## config.mk

```make
export PLATFORM = sky130hd
export DESIGN_NAME = mep_sequencer
export DESIGN_NICKNAME = d
export VERILOG_FILES = /design/src/rtl/mep_pkg.sv /design/src/rtl/mep_sequencer.sv
export SDC_FILE = /design/constraint.sdc
export NUM_CORES = 1
export LEC_CHECK = 0
export ABC_AREA = 0
export BUFFER_PORTS_ARGS = -buffer_cell sky130_fd_sc_hd__buf_2
export CAP_MARGIN = 30
export CORE_UTILIZATION = 40
export DETAILED_ROUTE_END_ITERATION = 16
export PLACE_DENSITY_LB_ADDON = 0.08
export SKIP_CTS_REPAIR_TIMING = 1
export SLEW_MARGIN = 25
export SYNTH_ARGS = -nofsm -noshare
export SYNTH_HDL_FRONTEND = slang
export SYNTH_SLANG_ARGS = --single-unit
```

## constraint.sdc

```tcl
create_clock -name i_clk -period 5.95 [get_ports i_clk]
set_input_delay 0.8925 -clock i_clk [delete_from_list [all_inputs] [get_ports i_clk]]
set_output_delay 0.8925 -clock i_clk [all_outputs]
set_load 0.005 [all_outputs]
```

## src/rtl/mep_pkg.sv

```systemverilog
package mep_pkg;

    // number format: signed Q4.FRAC_BITS
    localparam int FRAC_BITS = 28;
    localparam int QW        = FRAC_BITS + 4;
    // truncated products and sums before saturation
    localparam int PRW       = QW + 8;

    // field widths
    localparam int PW        = 12;
    localparam int SIDE_W    = 13;
    localparam int GW        = 16;
    localparam int MAX_SIDE  = 4096;

    // divider widths: mapping numerator is (col*7 or row*2) << FRAC_BITS, gray numerator count*gray
    localparam int MAP_W     = PW + 3;
    localparam int NUM_W     = (MAP_W + FRAC_BITS > 2 * GW) ? MAP_W + FRAC_BITS : 2 * GW;
    localparam int DEN_W     = GW;
    localparam int CNT_W     = $clog2(NUM_W + 1);

    // fixed-point constants
    localparam logic signed [PRW-1:0] Q_MAX  = (PRW'(1) << (QW - 1)) - PRW'(1);
    localparam logic signed [PRW-1:0] Q_MIN  = -(PRW'(1) << (QW - 1));
    localparam logic signed [PRW-1:0] OFF_RE = PRW'(5) << (FRAC_BITS - 1);
    localparam logic signed [PRW-1:0] OFF_IM = PRW'(1) << FRAC_BITS;
    localparam logic signed [PRW-1:0] FOUR   = PRW'(4) << FRAC_BITS;

    // configuration register indexes
    localparam int CFG_IDX_W = 2;
    localparam logic [CFG_IDX_W-1:0] REG_WIDTH  = 2'd0;
    localparam logic [CFG_IDX_W-1:0] REG_HEIGHT = 2'd1;
    localparam logic [CFG_IDX_W-1:0] REG_GRAY   = 2'd2;
    localparam logic [CFG_IDX_W-1:0] REG_LIMIT  = 2'd3;

    // datapath operations
    localparam logic [3:0] OP_NOP      = 4'd0;
    localparam logic [3:0] OP_LATCH    = 4'd1;
    localparam logic [3:0] OP_DIV_RE   = 4'd2;
    localparam logic [3:0] OP_SET_RE   = 4'd3;
    localparam logic [3:0] OP_DIV_IM   = 4'd4;
    localparam logic [3:0] OP_SET_IM   = 4'd5;
    localparam logic [3:0] OP_MUL      = 4'd6;
    localparam logic [3:0] OP_ITER     = 4'd7;
    localparam logic [3:0] OP_SCALE    = 4'd8;
    localparam logic [3:0] OP_DIV_GRAY = 4'd9;
    localparam logic [3:0] OP_OUT      = 4'd10;

    // jump conditions
    localparam logic [2:0] CND_NEVER      = 3'd0;
    localparam logic [2:0] CND_ALWAYS     = 3'd1;
    localparam logic [2:0] CND_NO_START   = 3'd2;
    localparam logic [2:0] CND_DIV_BUSY   = 3'd3;
    localparam logic [2:0] CND_ITER_GO    = 3'd4;
    localparam logic [2:0] CND_LIMIT_ZERO = 3'd5;

    // program steps
    localparam int PC_W = 4;
    localparam logic [PC_W-1:0] ST_IDLE     = 4'd0;
    localparam logic [PC_W-1:0] ST_DIV_RE   = 4'd1;
    localparam logic [PC_W-1:0] ST_WAIT_RE  = 4'd2;
    localparam logic [PC_W-1:0] ST_SET_RE   = 4'd3;
    localparam logic [PC_W-1:0] ST_DIV_IM   = 4'd4;
    localparam logic [PC_W-1:0] ST_WAIT_IM  = 4'd5;
    localparam logic [PC_W-1:0] ST_SET_IM   = 4'd6;
    localparam logic [PC_W-1:0] ST_MUL      = 4'd7;
    localparam logic [PC_W-1:0] ST_ITER     = 4'd8;
    localparam logic [PC_W-1:0] ST_SCALE    = 4'd9;
    localparam logic [PC_W-1:0] ST_DIV_GRAY = 4'd10;
    localparam logic [PC_W-1:0] ST_WAIT_GR  = 4'd11;
    localparam logic [PC_W-1:0] ST_OUT      = 4'd12;

    typedef struct packed {
        logic [3:0]      op;
        logic [2:0]      cond;
        logic [PC_W-1:0] target;
    } t_uword;

    typedef struct packed {
        logic div_busy;
        logic iter_go;
        logic limit_zero;
    } t_status;

    typedef struct packed {
        logic [PW-1:0] pixel_row;
        logic [PW-1:0] pixel_col;
    } t_pixel;

    typedef struct packed {
        logic [GW-1:0] pixel_gray;
        logic [GW-1:0] escape_count;
    } t_result;

    typedef struct packed {
        logic [SIDE_W-1:0] image_width;
        logic [SIDE_W-1:0] image_height;
        logic [GW-1:0]     gray_maximum;
        logic [GW-1:0]     iteration_limit;
    } t_cfg;

    // control store: a step jumps to target when its condition holds, else falls through
    function automatic t_uword prog_word(input logic [PC_W-1:0] pc);
        t_uword w;
        w = '{op: OP_NOP, cond: CND_ALWAYS, target: ST_IDLE};
        case (pc)
            ST_IDLE:     w = '{op: OP_LATCH,    cond: CND_NO_START,   target: ST_IDLE};
            ST_DIV_RE:   w = '{op: OP_DIV_RE,   cond: CND_NEVER,      target: ST_IDLE};
            ST_WAIT_RE:  w = '{op: OP_NOP,      cond: CND_DIV_BUSY,   target: ST_WAIT_RE};
            ST_SET_RE:   w = '{op: OP_SET_RE,   cond: CND_NEVER,      target: ST_IDLE};
            ST_DIV_IM:   w = '{op: OP_DIV_IM,   cond: CND_NEVER,      target: ST_IDLE};
            ST_WAIT_IM:  w = '{op: OP_NOP,      cond: CND_DIV_BUSY,   target: ST_WAIT_IM};
            ST_SET_IM:   w = '{op: OP_SET_IM,   cond: CND_NEVER,      target: ST_IDLE};
            ST_MUL:      w = '{op: OP_MUL,      cond: CND_NEVER,      target: ST_IDLE};
            ST_ITER:     w = '{op: OP_ITER,     cond: CND_ITER_GO,    target: ST_MUL};
            ST_SCALE:    w = '{op: OP_SCALE,    cond: CND_LIMIT_ZERO, target: ST_OUT};
            ST_DIV_GRAY: w = '{op: OP_DIV_GRAY, cond: CND_NEVER,      target: ST_IDLE};
            ST_WAIT_GR:  w = '{op: OP_NOP,      cond: CND_DIV_BUSY,   target: ST_WAIT_GR};
            ST_OUT:      w = '{op: OP_OUT,      cond: CND_ALWAYS,     target: ST_IDLE};
            default:     w = '{op: OP_NOP,      cond: CND_ALWAYS,     target: ST_IDLE};
        endcase
        return w;
    endfunction

    // clamp to the Q4 range
    function automatic logic signed [QW-1:0] sat_q(input logic signed [PRW-1:0] v);
        logic signed [PRW-1:0] r;
        r = v;
        if (v > Q_MAX) begin
            r = Q_MAX;
        end else if (v < Q_MIN) begin
            r = Q_MIN;
        end
        return QW'(r);
    endfunction

endpackage

```

## src/rtl/mep_sequencer.sv

```systemverilog
module mep_sequencer (
    input  logic                     i_clk,
    input  logic                     i_rst_n,
    input  logic                     i_start,
    input  mep_pkg::t_status         i_status,
    output mep_pkg::t_uword          o_uword,
    output logic                     o_busy
);

    logic [mep_pkg::PC_W-1:0] r_pc;
    logic [mep_pkg::PC_W-1:0] n_pc;
    mep_pkg::t_uword          uword;
    logic                     taken;

    // fetch from the control store
    assign uword = mep_pkg::prog_word(r_pc);

    // evaluate the jump condition
    always_comb begin
        case (uword.cond)
            mep_pkg::CND_NEVER:      taken = 1'b0;
            mep_pkg::CND_ALWAYS:     taken = 1'b1;
            mep_pkg::CND_NO_START:   taken = !i_start;
            mep_pkg::CND_DIV_BUSY:   taken = i_status.div_busy;
            mep_pkg::CND_ITER_GO:    taken = i_status.iter_go;
            mep_pkg::CND_LIMIT_ZERO: taken = i_status.limit_zero;
            default:                 taken = 1'b1;
        endcase
        n_pc = taken ? uword.target : r_pc + mep_pkg::PC_W'(1);
    end

    // step counter
    always_ff @(posedge i_clk) begin
        if (!i_rst_n) begin
            r_pc <= mep_pkg::ST_IDLE;
        end else begin
            r_pc <= n_pc;
        end
    end

    assign o_uword = uword;
    assign o_busy  = r_pc != mep_pkg::ST_IDLE;

endmodule

```

==> impl_metrics.toml <==
[critical_path]
crit_type = "in2reg"
crit_path_end_kind = "flop"
critPathLaunchType = "input port"
path_max_fanout = 8
worstPathArrival_ps = 2710
r2r_start = "o_uword[6]$_SDFF_PN0_"
cp-startpoint = "i_status[0]"
crit_required_ps = 6130

[global_route]
grt_usage_pct = 16.22
antenna_found_initial = 0
grt_first_pass_wirelength_um = 2967
grt_overflow = 0
grt_max_degree = 12
grt_pass1_vias = 664

[sta]
fmax_mhz = 394.7
tns_ps = 0
final.min_clock_period_ps = 2534
slew-limit-headroom_pct = 71.71
rsz0062_at_grt = "no"
worst_pin_slew_ps = 424.3
hold_violations = 0
drv_slew = 0
finalSetupViolCount = 0
fin_worst_skew_ps = 7.097
finalCritPeriodShare_pct = 42.58

[logic_synthesis]
synth_common_cells = "dfxtp_1, inv_1, nand2_1, nor2_1, ha_1"
synth_cells = 105
avgSynthCellArea_um2 = 8.544
yosys.area.top_type = "dfxtp_1"
yosysMostFrequentCell = "dfxtp_1"
synth.area.top_cells = "dfxtp_1, ha_1, mux2i_1, inv_1, nand2_1"
ys_types = 33
yosys_warnings = 0
syn_area_um2 = 897.1
ys_ff_latch = 15
synth_ff_type = "dfxtp_1"
synth_top_area_share_pct = 33.47
async_flop_share_pct = 0
synth_sequential_area_ratio_pct = 33.47
synth_fp_nets = 118
synth_edf_count = 0

[placed_design]
dpl.hpwl_um = 1415
port_buffers = 17
globalplace.congestion = 0.8344
dpl.cell_count = 145

[die]
rows = 16
coreArea_mm2 = 0.002042
die_w_um = 49.36
die_h_um = 49.36
die_area_mm2 = 0.002436
ioPinCount = 18
start_util_pct = 43.93

[cells_and_area]
fin_nets = 136
layout-drive-gt1-share_pct = 27.05
syn_to_final_growth_pct = 13.95
stdcell_count = 149
antennaDiodeCount = 0

[power]
seqPwrFrac_pct = 34.8
p_int_uw = 260.6
vdd_drop_max_mv = 0.2154
combPwrFrac_pct = 52.7
pwr-share-clk_pct = 12.5
leakage_uw = 0.0004669
p_sw_share_pct = 42.00
power.switching_uw = 188.7
finalPower_uw = 449.4
power_density_mw_per_mm2 = 439.6

[worst_hold_path]
min_path_type = "reg2reg"
hp-start = "o_uword[1]$_DFF_P_"

[clocking]
clk_pin_slew_worst_paths_ps = 70
cts_buffers = 3
insertion_delay_ps = 280
clock_sinks = 15
clockBufferDepth = 2
cts_tree = "built"
cts_root_buf = "clkbuf_4"
cts.htree.levels = 1

[route]
drt_iter0_markers = 16
wl_um = 1772
dr.pass1.iters = 4
num_vias = 769
wire_per_inst_um = 11.89
viasPerCell = 5.161
ant_nets = 0
drcViolationCount = 0

[job]
drv_cap = 0

[status]
status = "complete, no violations"
## area by class of cell
cell class	instances	area (um2)
Multi-Input combinational cell	73	528.0
Clock buffer	4	26.28
Inverter	13	48.80
Sequential cell	15	300.3
Tap cell	27	33.78
Fill cell	201	1020
Timing Repair Buffer	17	85.08
## critical path, cell delays in order
cell	delay (ps)
buf_2	90
nand2b_1	140
a21oi_2	240
o21ai_4	140
mux2i_1	160
nor2b_1	330
inv_1	140
ha_1	340
mux2i_1	180
nor2_1	50
## metrics by stage
step / cell area (um2) / util [%] / worst slack, ps / hold slack [ps]
2_1_floorplan: 897.1 / - / 3452 / 531.9
3_3_place_gp: 996.0 / 48.77 / 3226 / 583.9
3_5_place_dp: 996.0 / 48.77 / 3132 / 564.1
4_1_cts: 1022 / 50.06 / 3421 / 585.0
5_1_grt: 1022 / 50.06 / 3258 / 598.6
6_report: 1022 / 50.06 / 3416 / 579.2
## path summary, 6_finish.rpt
check        cells after the start            endpoint  slack [ps]
max                             10  o_uword[1]$_DFF_P_        3420
min                              2  r_pc[1]$_SDFF_PN0_         580
max reg2reg                      9  o_uword[1]$_DFF_P_        3780
min reg2reg                      2  r_pc[1]$_SDFF_PN0_         580
## registers in the layout (all words and copies together) (netlist names)
| register | cells |
|---|---|
| o_uword | 11 |
| r_pc | 4 |
## layer usage
metal	vias up	GRT usage [%]	share of wire (%)
li1	393	-	-
met1	351	20.57	45
met2	20	26.48	48
met3	5	1.869	5.0
met4	0	8.824	2.1
met5	-	0	0
## kinds of logic (layout without fill, tap and decap cells)
group | Yosys count | after routing | share of synthesized area (%)
simple gates | 31 | 31 | 16.18
compound gates | 27 | 27 | 24.27
buf+inv | 17 | 34 | 7.671
flops | 15 | 15 | 33.47
fa+ha+maj | 7 | 7 | 9.762
mux | 6 | 6 | 6.695
xor+xnor | 2 | 2 | 1.953
## power groups by stage
stage	Combinational (uW)	Sequential, uW	Clock, uW
5_1_grt	263	162	61.7
6_report	237	156	56.0
4_1_cts	239	157	58.4
2_1_floorplan	182	153	0
3_5_place_dp	238	159	0
3_3_place_gp	234	159	0
## cells in the final DEF (no fill, tap or decap), drive strengths merged, types with 2 or more instances in the layout
master | synthesis | layout
a21oi | 6 | 6
buf | 4 | 17
clkbuf | 0 | 4
dfxtp | 15 | 15
ha | 7 | 7
inv | 13 | 13
mux2i | 6 | 6
nand2 | 10 | 10
nand2b | 4 | 4
nand3 | 3 | 3
nor2 | 9 | 9
nor2b | 3 | 3
o211ai | 4 | 4
o21ai | 5 | 5
o22ai | 2 | 2
o31ai | 2 | 2
xnor2 | 2 | 2
No activity file was read; power rests on OpenSTA's default activity.
